File: src/sv/psa_pkg.sv
// shared constants, codes and controller/datapath interface types for the postfix stack alu
package psa_pkg;

  localparam int STACK_DEPTH = 256;
  localparam int ADDR_W      = $clog2(STACK_DEPTH);
  localparam int CNT_W       = $clog2(STACK_DEPTH + 1);
  localparam int DATA_W      = 32;
  localparam int DIV_CNT_W   = $clog2(DATA_W);

  typedef enum logic [2:0] {
    MODE_PUSH     = 3'd0,
    MODE_POP      = 3'd1,
    MODE_ADD      = 3'd2,
    MODE_SUB      = 3'd3,
    MODE_MUL      = 3'd4,
    MODE_DIV      = 3'd5,
    MODE_PEEK_TOP = 3'd6,
    MODE_PEEK_BOT = 3'd7
  } mode_t;

  typedef enum logic [2:0] {
    ST_OK    = 3'd0,
    ST_EMPTY = 3'd1,
    ST_FEW   = 3'd2,
    ST_RANGE = 3'd3,
    ST_DIV0  = 3'd4,
    ST_FULL  = 3'd5
  } status_t;

  typedef enum logic [3:0] {
    S_IDLE,
    S_DECODE,
    S_POP_WAIT,
    S_PEEK_WAIT,
    S_RD_S,
    S_EXEC,
    S_ALU,
    S_DIV_WAIT,
    S_WB
  } state_t;

  typedef enum logic [1:0] {
    RD_TOP,
    RD_SECOND,
    RD_PEEK_TOP,
    RD_PEEK_BOT
  } rd_sel_t;

  typedef enum logic [1:0] {
    CNT_HOLD,
    CNT_INC,
    CNT_DEC,
    CNT_DEC2
  } cnt_op_t;

  typedef enum logic [1:0] {
    VAL_ZERO,
    VAL_OPND,
    VAL_RDATA,
    VAL_RES
  } val_sel_t;

  typedef struct packed {
    logic     load;
    rd_sel_t  rd_sel;
    cnt_op_t  cnt_op;
    logic     wr_en;
    logic     wr_from_res;
    logic     latch_t;
    logic     latch_s;
    logic     alu_load;
    logic     div_start;
    logic     div_load;
    logic     emit;
    val_sel_t val_sel;
    status_t  status;
  } cmd_t;

  typedef struct packed {
    mode_t mode;
    logic  empty;
    logic  full;
    logic  few;
    logic  range_err;
    logic  t_zero;
    logic  div_done;
  } stat_t;

endpackage

File: src/sv/psa_ctrl.sv
// controller state machine sequencing each stack instruction
module psa_ctrl (
  input  logic           clk,
  input  logic           rst_n,
  input  logic           start,
  output logic           busy,
  input  psa_pkg::stat_t stat,
  output psa_pkg::cmd_t  cmd
);

  psa_pkg::state_t state_r, state_nxt;

  always_ff @(posedge clk) begin
    if (!rst_n) begin
      state_r <= psa_pkg::S_IDLE;
    end else begin
      state_r <= state_nxt;
    end
  end

  always_comb begin
    state_nxt = state_r;
    cmd       = '0;
    busy      = (state_r != psa_pkg::S_IDLE);
    case (state_r)
      psa_pkg::S_IDLE: begin
        if (start) begin
          cmd.load  = 1'b1;
          state_nxt = psa_pkg::S_DECODE;
        end
      end
      psa_pkg::S_DECODE: begin
        case (stat.mode)
          psa_pkg::MODE_PUSH: begin
            cmd.emit  = 1'b1;
            state_nxt = psa_pkg::S_IDLE;
            if (stat.full) begin
              cmd.status = psa_pkg::ST_FULL;
            end else begin
              cmd.wr_en   = 1'b1;
              cmd.cnt_op  = psa_pkg::CNT_INC;
              cmd.val_sel = psa_pkg::VAL_OPND;
            end
          end
          psa_pkg::MODE_POP: begin
            if (stat.empty) begin
              cmd.emit   = 1'b1;
              cmd.status = psa_pkg::ST_EMPTY;
              state_nxt  = psa_pkg::S_IDLE;
            end else begin
              cmd.rd_sel = psa_pkg::RD_TOP;
              cmd.cnt_op = psa_pkg::CNT_DEC;
              state_nxt  = psa_pkg::S_POP_WAIT;
            end
          end
          psa_pkg::MODE_PEEK_TOP, psa_pkg::MODE_PEEK_BOT: begin
            if (stat.range_err) begin
              cmd.emit   = 1'b1;
              cmd.status = psa_pkg::ST_RANGE;
              state_nxt  = psa_pkg::S_IDLE;
            end else begin
              cmd.rd_sel = (stat.mode == psa_pkg::MODE_PEEK_TOP) ?
                           psa_pkg::RD_PEEK_TOP : psa_pkg::RD_PEEK_BOT;
              state_nxt  = psa_pkg::S_PEEK_WAIT;
            end
          end
          default: begin
            if (stat.few) begin
              cmd.emit   = 1'b1;
              cmd.status = psa_pkg::ST_FEW;
              state_nxt  = psa_pkg::S_IDLE;
            end else begin
              cmd.rd_sel = psa_pkg::RD_TOP;
              state_nxt  = psa_pkg::S_RD_S;
            end
          end
        endcase
      end
      psa_pkg::S_POP_WAIT, psa_pkg::S_PEEK_WAIT: begin
        cmd.emit    = 1'b1;
        cmd.val_sel = psa_pkg::VAL_RDATA;
        state_nxt   = psa_pkg::S_IDLE;
      end
      psa_pkg::S_RD_S: begin
        cmd.latch_t = 1'b1;
        cmd.rd_sel  = psa_pkg::RD_SECOND;
        state_nxt   = psa_pkg::S_EXEC;
      end
      psa_pkg::S_EXEC: begin
        cmd.latch_s = 1'b1;
        cmd.cnt_op  = psa_pkg::CNT_DEC2;
        state_nxt   = psa_pkg::S_ALU;
      end
      psa_pkg::S_ALU: begin
        if (stat.mode == psa_pkg::MODE_DIV) begin
          if (stat.t_zero) begin
            cmd.emit   = 1'b1;
            cmd.status = psa_pkg::ST_DIV0;
            state_nxt  = psa_pkg::S_IDLE;
          end else begin
            cmd.div_start = 1'b1;
            state_nxt     = psa_pkg::S_DIV_WAIT;
          end
        end else begin
          cmd.alu_load = 1'b1;
          state_nxt    = psa_pkg::S_WB;
        end
      end
      psa_pkg::S_DIV_WAIT: begin
        if (stat.div_done) begin
          cmd.div_load = 1'b1;
          state_nxt    = psa_pkg::S_WB;
        end
      end
      psa_pkg::S_WB: begin
        cmd.wr_en       = 1'b1;
        cmd.wr_from_res = 1'b1;
        cmd.cnt_op      = psa_pkg::CNT_INC;
        cmd.emit        = 1'b1;
        cmd.val_sel     = psa_pkg::VAL_RES;
        state_nxt       = psa_pkg::S_IDLE;
      end
      default: begin
        state_nxt = psa_pkg::S_IDLE;
      end
    endcase
  end

endmodule

File: config.mk
export PLATFORM = sky130hd
export DESIGN_NAME = psa_ctrl
export DESIGN_NICKNAME = d
export VERILOG_FILES = /design/src/sv/psa_pkg.sv /design/src/sv/psa_ctrl.sv
export SDC_FILE = /design/constraint.sdc
export NUM_CORES = 1
export LEC_CHECK = 0
export BUFFER_PORTS_ARGS = -buffer_cell sky130_fd_sc_hd__buf_2
export CORE_MARGIN = 1
export CORE_UTILIZATION = 38
export DETAILED_ROUTE_END_ITERATION = 6
export PLACE_DENSITY = 0.71
export SLEW_MARGIN = 20
export SYNTH_ARGS = -nofsm -noshare
export SYNTH_HDL_FRONTEND = slang
export SYNTH_SLANG_ARGS = --single-unit
export TNS_END_PERCENT = 20
File: constraint.sdc
create_clock -name clk -period 4.5 [get_ports clk]
set_input_delay 0.9 -clock clk [delete_from_list [all_inputs] [get_ports clk]]
set_output_delay 0.9 -clock clk [all_outputs]
set_load 0.01 [all_outputs]
; Yosys cells after proc, flatten, opt, wreduce, memory -nomap -nowiden
; Cells that the tools add are included.
[totals]
ff_bits = 4
word_cells = 69
output_inout_bits = 19
input_bits = 12
[classes]
eq_ne = 14
reduce_logical = 7
mux = 47
[ops]
columns = cell, n
row1 = 4-bit case mux with 6 select lines, 1
row2 = 1-bit two-way mux, 19
row3 = "4-bit by 3-bit equality test with 1-bit output, second input constant", 4
row4 = 2-bit two-way mux, 8
row5 = 3-bit two-way mux, 5
row6 = 4-bit two-way mux, 3
row7 = 2-bit case mux with 2 select lines, 3
row8 = 2-bit case mux with 3 select lines, 2
row9 = 4-bit case mux with 3 select lines, 1
row10 = "3-bit equality test, second input constant", 3
row11 = 3-bit case mux with 3 select lines, 1
row12 = "4-bit by 2-bit equality test with 1-bit output, second input constant", 2
row13 = 1-bit case mux with 3 select lines, 2
row14 = 3-bit case mux with 2 select lines, 1
row15 = "4-bit by 1-bit equality test with 1-bit output, second input constant", 1
row16 = "4-bit equality test, second input constant", 1
row17 = 4-bit logical NOT, 1
row18 = "2-bit inequality test, second input constant", 2
row19 = 4-bit nonzero test, 1
row20 = 2-bit OR reduction, 2
row21 = "3-bit by 1-bit equality test with 1-bit output, second input constant", 1
row22 = 3-bit logical NOT, 1
row23 = 3-bit OR reduction, 1
row24 = 1-bit case mux with 2 select lines, 1
row25 = 2-bit AND reduction, 1

; Depth between registers and ports, before layout
[logic_depth]
ltp_word = 5
ltp_mapped = 5
mapped_depth_nobuf = 5

; Worst setup path before layout
; No wires, ideal clock.
[synth_timing]
path_type = in2out
from = input stat[7] (netlist name)
to = output cmd[5] (netlist name)
arrival_ns = 1.804
required_time_ns = 3.600
cell_stages = 4
n_path_buf = 0
setup_slack_ns = 1.796
path_cell_list = inv_1 -> ha_1 -> a2111oi_0 -> o211ai_1
[synth_rtl]
columns = item, line
row1 = start: declaration, psa_ctrl.sv:7  ; input psa_pkg::stat_t stat,
row2 = end: declaration, psa_ctrl.sv:8  ; output psa_pkg::cmd_t cmd

==> results_dict.tcl <==
set metrics [dict create \
    status "finished clean" \
    leakagePower_nw 0.404 \
    ys_seq_elements 4 \
    intPower_mw 0.0884 \
    ant_nets 0 \
    routedWlPerCell_um 12.4 \
    end_kind "output pin" \
    grt_first_pass_wirelength_um 2190 \
    fmax_mhz 326 \
    synth_edf_count 0 \
    relSlewSlack_pct 65.9 \
    antennaDiodeCount 0 \
    synth_area_um2 547 \
    synth_top_area_share_pct 14.6 \
    setup_tns_ns 0 \
    dp_hpwl_um 1180 \
    area_growth_pct 32.7 \
    p_total_mw 0.133 \
    synthCells 72 \
    grt_pass1_vias 504 \
    setup_viol 0 \
    syn_area_per_cell_um2 7.59 \
    drt_iter0_markers 11 \
    worst_pin_slew_ns 0.504 \
    io_buffers 30 \
    cap_violations 0 \
    numCtsBuffers 3 \
    die-area_um2 1590 \
    drv_slew 0 \
    num_vias 653 \
    grt_max_degree 14 \
    p_sw_mw 0.0446 \
    timing.final.crit_share_pct 68.2 \
    io_pins 31 \
    power_frac_seq_pct 31.7 \
    worstSkewPairLatency_ns 0.24 \
    cp-start-kind "input pin" \
    top_regs "state_r (4)" \
    cts.sink_count 4 \
    synth_ff_type "dfxtp_1" \
    cts_hold_buf 0 \
    path_clk_slew_ns 0.04 \
    crit_required_ns 3.60 \
    rsz0062_at_grt "false" \
    p_clk_share_pct 34.5 \
    dp.cells 115 \
    die_y_um 39.9 \
    grt_use_total_pct 20.1 \
    fp.dieW_um 39.9 \
    post-cts-setup-buffer-count 0 \
    combPwrFrac_pct 33.9 \
    antenna_found_initial 0 \
    final_cell_mix "30 x buf_2, 9 x inv_1, 5 x nand2_1, 4 x a21oi_1, 4 x dfxtp_1" \
    root_buffer "clkbuf_4" \
    vias_per_cell 5.53 \
    overflow 0 \
    ys.warnings.count 0 \
    worstPathMaxFanout 6 \
    row_count 13 \
    cts_max_level 1 \
    first_pass_iters 4 \
    layout.cells.most_common "buf_2" \
    switching_share_pct 33.6 \
    core_um2 1320 \
    drc_errors 0 \
    crit_type "input pin to output pin" \
    instances_no_fill 118 \
    drive_gt1_share_pct 44.7 \
    synth_area_leaders "dfxtp_1 15%, inv_1 6.2%, or4b_4 5.0%" \
    gp_congestion 0.795 \
    yosysSeqAreaShare_pct 14.6 \
    hold_violations 0 \
    wl_um 1460 \
    synthDistinctLibCells 38 \
    hold_path_class "flip-flop to flip-flop" \
    fillers 142 \
    fin_crit_ns 3.07 \
    p_per_area_nw_per_um2 183 \
    start_util_pct 41.5 \
    skew_ns 0.00599 \
    cts.repair.resized 0 \
    async_reset_ff_share_pct 0 \
    yosys.area.top_type "dfxtp_1" \
    finalNetCount 119 \
    syn-num-nets 86 \
    vdd_ir_drop_max_mv 0.0672 \
    cts_tree "done" \
    cp.arrival_ns 2.17 \
    cts_buffer_depth 2 \
    largest_reg_flops 4 \
    regMostFlops "state_r" \
]
-- synth_stat cells (all sizes together) (2+ instances only) --
library cell and instances:
or2 3, a31oi 3, a21oi 4, inv 9, a211o 2, buf 2
or4b 2, o21ai 3, ha 2, nand3 3, a21o 2, nor3 2
o211ai 2, nor2 3, a2111oi 2, and3b 2, and2 2, nand2 5
nor4b 2, dfxtp 4, and3 2
-- worst paths after layout --
kind	startpoint	to	slack, ns	cells after the start
setup / recovery	stat[7]	cmd[5]	1.43	6
hold reg to reg	state_r[3]	state_r[0]	0.71	2
setup reg to reg	state_r[0]	state_r[1]	2.97	3
hold / removal	state_r[3]	state_r[0]	0.71	2
-- cell families (layout without fill, tap and decap cells) --
| family | Yosys count | in the layout | share of synthesized area [%] |
|---|---|---|---|
| AOI/OAI and AO/OA | 21 | 21 | 28.4 |
| adders and majority gates | 2 | 2 | 4.58 |
| buffers and inverters | 11 | 42 | 8.47 |
| DFF | 4 | 4 | 14.6 |
| and+or+nand+nor | 34 | 34 | 43.9 |
-- metrics by stage --
stage	hold slack [ns]	utilization, %	setup WS (ns)	cell area (µm²)
after global placement	0.666	53.4	1.51	703
final	0.707	55.1	1.43	726
after detailed placement	0.676	53.4	1.44	703
after global routing	0.744	55.1	1.26	726
after floorplan	0.595	-	1.80	547
after CTS	0.687	55.1	1.44	726
-- critical path: stages --
cell,delay (ns)
buf_2,0.12
inv_1,0.07
ha_1,0.34
a2111oi_0,0.43
o211ai_1,0.15
buf_2,0.16
-- area by class of cell --
cell class	instances	area [µm²]	share of cell area [%]
clock buffer	3	22.5	3.10
inverter	9	33.8	4.66
multi-input combinational	57	420	57.9
sequential	4	80.1	11.0
tap	15	18.8	2.59
timing repair buffer	30	150	20.7
-- routing by layer --
| layer | vias to the layer above | GRT usage, % | routed length, µm |
|---|---|---|---|
| met5 | - | 0 | 0 |
| met4 | 0 | 7.76 | 8 |
| met3 | 2 | 1.67 | 62 |
| met2 | 27 | 33.5 | 686 |
| met1 | 292 | 26.6 | 705 |
| li1 | 332 | - | - |
-- power by group through the flow --
stage	Sequential (mW)	Combinational, mW	Clock, mW
after floorplan	0.0388	0.0312	0
after global placement	0.0425	0.0439	0
after detailed placement	0.0424	0.0450	0
after CTS	0.0420	0.0452	0.0475
after global routing	0.0425	0.0503	0.0482
final	0.0421	0.0450	0.0459
Note: power is estimated with default switching activity, not from simulation.
